File: src/hdl/bicubic_image_resampler_unit_defines.svh
`ifndef BICUBIC_IMAGE_RESAMPLER_UNIT_DEFINES_SVH
`define BICUBIC_IMAGE_RESAMPLER_UNIT_DEFINES_SVH

// checks that hold outside reset, clocked on clk
`define BIR_ASSERT(label, prop) \
  label: assert property (@(posedge clk) disable iff (rst) prop) \
    else $error("bir check failed");

// checks that must also hold across reset
`define BIR_ASSERT_RST(label, prop) \
  label: assert property (@(posedge clk) prop) \
    else $error("bir reset check failed");

`endif

File: src/hdl/bir_pkg.sv
package bir_pkg;

  localparam int MAX_WIDTH_DEF  = 256;
  localparam int MAX_HEIGHT_DEF = 256;

  localparam int FRAC_W     = 16;
  localparam int CFG_IDX_W  = 3;
  localparam int CFG_DATA_W = 25;
  localparam int SIZE_REG_W = 9;
  localparam int STEP_W     = 25;

  localparam logic [CFG_IDX_W-1:0] REG_SRC_WIDTH  = 3'd0;
  localparam logic [CFG_IDX_W-1:0] REG_SRC_HEIGHT = 3'd1;
  localparam logic [CFG_IDX_W-1:0] REG_STEP_H     = 3'd2;
  localparam logic [CFG_IDX_W-1:0] REG_STEP_V     = 3'd3;

  localparam logic ACT_LOAD   = 1'b0;
  localparam logic ACT_SAMPLE = 1'b1;

endpackage

File: src/hdl/bir_cubic.sv
module bir_cubic import bir_pkg::*; #(
  parameter int W  = 25,
  parameter int TW = 8
) (
  input  logic                   clk,
  input  logic                   rst,
  input  logic                   in_v,
  input  logic signed [W-1:0]    a,
  input  logic signed [W-1:0]    b,
  input  logic signed [W-1:0]    c,
  input  logic signed [W-1:0]    d,
  input  logic [FRAC_W-1:0]      t,
  input  logic [TW-1:0]          tag_in,
  output logic                   out_v,
  output logic signed [W+5:0]    y,
  output logic [TW-1:0]          tag_out
);

  localparam int AW = W + 6;
  localparam int PW = AW + FRAC_W + 1;

  logic signed [AW-1:0] ae, be, ce, de;
  assign ae = {{6{a[W-1]}}, a};
  assign be = {{6{b[W-1]}}, b};
  assign ce = {{6{c[W-1]}}, c};
  assign de = {{6{d[W-1]}}, d};

  // stage regs: 1 coeffs, 2 mul, 3 add, 4 mul, 5 add, 6 mul, 7 add
  logic v1, v2, v3, v4, v5, v6, v7;
  logic [FRAC_W-1:0] t1, t2, t3, t4, t5;
  logic [TW-1:0] g1, g2, g3, g4, g5, g6, g7;
  logic signed [AW-1:0] a2, b2, c2, d2;
  logic signed [AW-1:0] b2_2, c2_2, d2_2, c2_3, d2_3, c2_4, d2_4, d2_5, d2_6;
  logic signed [AW-1:0] acc3, acc5, acc7;
  logic signed [PW-1:0] p2, p4, p6;

  always_ff @(posedge clk) begin
    if (rst) begin
      v1 <= 1'b0; v2 <= 1'b0; v3 <= 1'b0; v4 <= 1'b0;
      v5 <= 1'b0; v6 <= 1'b0; v7 <= 1'b0;
    end else begin
      v1 <= in_v; v2 <= v1; v3 <= v2; v4 <= v3;
      v5 <= v4; v6 <= v5; v7 <= v6;
    end
  end

  always_ff @(posedge clk) begin
    // doubled catmull-rom coefficients
    a2 <= de - ae + (be <<< 1) + be - (ce <<< 1) - ce;
    b2 <= (ae <<< 1) - (be <<< 2) - be + (ce <<< 2) - de;
    c2 <= ce - ae;
    d2 <= be <<< 1;
    t1 <= t;
    g1 <= tag_in;

    p2   <= a2 * $signed({1'b0, t1});
    b2_2 <= b2; c2_2 <= c2; d2_2 <= d2;
    t2 <= t1; g2 <= g1;

    acc3 <= p2[AW+FRAC_W-1:FRAC_W] + b2_2;
    c2_3 <= c2_2; d2_3 <= d2_2;
    t3 <= t2; g3 <= g2;

    p4   <= acc3 * $signed({1'b0, t3});
    c2_4 <= c2_3; d2_4 <= d2_3;
    t4 <= t3; g4 <= g3;

    acc5 <= p4[AW+FRAC_W-1:FRAC_W] + c2_4;
    d2_5 <= d2_4;
    t5 <= t4; g5 <= g4;

    p6   <= acc5 * $signed({1'b0, t5});
    d2_6 <= d2_5;
    g6 <= g5;

    acc7 <= p6[AW+FRAC_W-1:FRAC_W] + d2_6;
    g7 <= g6;
  end

  assign out_v   = v7;
  assign y       = {acc7[AW-1], acc7[AW-1:1]};
  assign tag_out = g7;

endmodule

File: config.mk
export PLATFORM = sky130hd
export DESIGN_NAME = bir_cubic
export DESIGN_NICKNAME = d
export VERILOG_FILES = /design/src/hdl/bicubic_image_resampler_unit_defines.svh /design/src/hdl/bir_pkg.sv /design/src/hdl/bir_cubic.sv
export SDC_FILE = /design/constraint.sdc
export NUM_CORES = 2
export LEC_CHECK = 0
export BUFFER_PORTS_ARGS = -buffer_cell sky130_fd_sc_hd__buf_4
export CAP_MARGIN = 20
export CORE_MARGIN = 2
export CORE_UTILIZATION = 39
export DETAILED_ROUTE_END_ITERATION = 8
export SYNTH_ARGS = -nofsm -noshare
export SYNTH_HDL_FRONTEND = slang
export SYNTH_SLANG_ARGS = --single-unit
File: constraint.sdc
create_clock -name clk -period 19 [get_ports clk]
set_input_delay 0.95 -clock clk [delete_from_list [all_inputs] [get_ports clk]]
set_output_delay 0.95 -clock clk [all_outputs]
set_load 0.03 [all_outputs]
==> results.py <==
metrics = {
    "run_status": {
        "status": "completed",
    },
    "detailed_routing": {
        "drt_wl_total_um": 193400,
        "antenna_left": 0,
        "post_drt_wl_per_cell_um": 18.63,
        "via_per_inst": 4.843,
        "route.detailed.drc": 0,
        "drt_pass1_iterations": 5,
        "vias": 50281,
        "drt_iter0_markers": 2761,
    },
    "sta": {
        "slew_viol_final": 0,
        "skew_ps": 35.07,
        "hold_viol_final": 0,
        "fin_crit_ps": 7542,
        "setup_viol": 0,
        "clock.fmax_mhz": 132.6,
        "finalCritPeriodShare_pct": 39.70,
        "worstMarginPinSlew_ps": 1128,
        "slew_headroom_pct": 24.80,
        "fin_setup_tns_ps": 0,
        "rsz0062_at_grt": "false",
    },
    "logic_synthesis": {
        "syn_inst": 7711,
        "yosysTopAreaCellShare_pct": 42.04,
        "yosysMostFrequentCell": "inv_1",
        "syn_nets": 9927,
        "avgSynthCellArea_um2": 9.746,
        "synth_ff_type": "dfxtp_1",
        "synth_area_um2": 75150,
        "yosysSeqAreaShare_pct": 17.93,
        "synth_seq_cells": 673,
        "ys_top_cells_by_area": "fa_1, dfxtp_1, inv_1",
        "ys_warn_count": 0,
        "synth_common_cells": "inv_1, fa_1, nand2_1, dfxtp_1, and2_1",
        "yosysTopAreaCell": "fa_1",
        "yosysUniqueCellTypes": 74,
        "synth_edf_count": 0,
        "async_reset_ff_share_pct": 0,
    },
    "clock_tree": {
        "clock_latency_ps": 690,
        "clk_pin_slew_worst_paths_ps": 60,
        "post_cts_resized": 0,
        "clockBufferDepth": 3,
        "cts_hold_buf": 0,
        "cts_inserted_buffers": 78,
        "cts.sinks": 673,
        "cts_tree": "built",
        "htree_levels": 3,
        "post_cts_buffers": 0,
        "clockRootBuffer": "clkbuf_16",
    },
    "die": {
        "rows": 161,
        "dieArea_um2": 196200,
        "fp.dieW_um": 443.0,
        "core_um2": 192000,
        "ios": 167,
        "start_util_pct": 39.15,
        "die_h_um": 443.0,
    },
    "critical_path": {
        "slowest_stage": "dfxtp_1",
        "setup.worst_path.class": "register to register",
        "path_buf_inv": 4,
        "path_common_cell": "fa_1",
        "start_kind": "register",
        "crit_chain": "and2_1 -> fa_1 -> inv_1 -> fa_1 -> fa_1 -> fa_1 -> inv_1 -> fa_1 -> inv_1 -> fa_1 -> inv_1 -> ha_1 -> nand3_1 -> nor2_1 -> a211o_1 -> o2111ai_1 -> a211oi_1 -> o211ai_1 -> a41oi_1 -> a21oi_1 -> o21bai_1 -> a21oi_1 -> xnor2_1",
        "critPathTopFamily": "adder cells",
        "crit_required_ps": 19540,
        "critPathMaxFanout": 32,
        "crit_arrival_ps": 8090,
        "cpPeakStageDelay_ps": 1040,
        "worstSetupEndpointType": "register",
    },
    "finish": {
        "post-route-util_pct": 42.73,
        "fin_nets": 9988,
        "fin_area_um2": 82030,
        "fillers": 18510,
        "final_layout_size_suffix_gt1_share_pct": 5.040,
        "areaGrowthSynthToFinish_pct": 9.156,
    },
    "job": {
        "maxCapViolCount": 0,
    },
    "global_routing": {
        "grt.total_usage_pct": 20.24,
        "grt_max_degree": 33,
        "grt-ovfl-total": 0,
        "antenna_found_initial": 28,
        "grt_pass1_vias": 55345,
        "grt_pass1_wl_um": 310900,
    },
    "worst_hold_path": {
        "hp-class": "register to register",
    },
    "placement": {
        "dpl_cell_area_um2": 79140,
        "place_hpwl_um": 155600,
        "routabilityCongestion": 0.8936,
        "portBuffers": 166,
    },
}
[layout by cell type (no fill, tap or decap), types with 6 or more instances in the layout]
cell and count:
a21o_1 113, bufinv_16 9, inv_6 8, clkbuf_8 10, o21bai_1 31, fa_1 1578
a21oi_1 211, o21ai_1 21, nand4_1 15, nand3_1 41, a41oi_1 9, clkbuf_16 78
diode_2 18, o211ai_1 9, o21ai_0 81, nor2b_1 55, or3_1 14, buf_4 221
ha_1 511, and3_1 19, nand2b_1 24, nand2_1 941, dfxtp_1 664, nor2_1 116
dfxtp_2 9, clkbuf_1 10, a211oi_1 20, o21a_1 43, xor2_1 80, nor3_1 33
clkinvlp_4 7, and2_1 650, o2111ai_1 6, a21boi_1 6, clkinv_2 12, a31oi_1 12
inv_1 1882, xnor2_1 178, or2_2 8
[cell type report]
type	instances	area (µm²)	area share [%]
repair buffers	226	1784	2.175
clock buffers	98	2127	2.593
clock inverters	48	675.6	0.8237
well taps	2526	3161	3.853
multi-input cells	4910	53690	65.45
flip-flops and latches	673	13480	16.44
diodes	18	45.04	0.05491
inverters	1883	7068	8.616
[final timing paths]
| kind | slack (ps) | startpoint | cells past startpoint | end |
|---|---|---|---|---|
| max | 11460 | t3[6] | 23 | p4[40] |
| min | 300 | g3[7] | 0 | g4[7] |
| max reg2reg | 11460 | t3[6] | 23 | p4[40] |
| min reg2reg | 300 | g3[7] | 0 | g4[7] |
[logic make-up (layout without fill, tap and decap cells)]
| family | after synthesis | count (layout) | share of synthesized area [%] |
|---|---|---|---|
| mux | 2 | 2 | 0.02830 |
| buf+inv | 2128 | 2255 | 10.63 |
| fa+ha+maj | 2089 | 2089 | 50.54 |
| flops | 673 | 673 | 17.93 |
| simple gates | 1941 | 1941 | 12.58 |
| compound gates | 620 | 620 | 5.283 |
| xor+xnor | 258 | 258 | 3.007 |
| other cells | 0 | 18 | 0 |
[worst reg2reg max path, stage by stage (launching register included)]
cell and delay, ps:
dfxtp_1 1040, and2_1 280, fa_1 420, inv_1 90, fa_1 430, fa_1 500
fa_1 550, inv_1 50, fa_1 470, inv_1 50, fa_1 470, inv_1 40
ha_1 280, nand3_1 80, nor2_1 130, a211o_1 210, o2111ai_1 140, a211oi_1 610
o211ai_1 280, a41oi_1 570, a21oi_1 230, o21bai_1 250, a21oi_1 110, xnor2_1 130
[metal layers]
metal / part of all wire (%) / vias to the layer above / global-route usage [%]
met5: 0.0067 / - / 0
met1: 42 / 25818 / 26.07
met4: 3.3 / 2 / 7.132
li1: - / 22773 / -
met3: 5.2 / 308 / 2.336
met2: 50 / 1380 / 35.10
[sequential cells by signal, summed over array words and instances (netlist names), 26 cells and up]
register and cells:
b2 31, b2_2 31, c2_3 26, a2 30, c2 26, acc7 30
p4 31, p6 30, c2_4 26, p2 31, c2_2 26, acc3 31
acc5 31
[per-stage QoR]
step | instances | setup WS (ps) | hold slack (ps)
floorplan | 7711 | 12650 | 309.6
global placement | 10213 | 11530 | 309.7
detailed placement | 10216 | 11460 | 312.1
CTS | 10362 | 11430 | 289.8
global route | 10381 | 11100 | 300.3
finish | 10382 | 11460 | 298.7
Power is left out: the tool's default activity adds up to more than one toggle a clock period on the data nets, which glitch-free logic cannot reach.
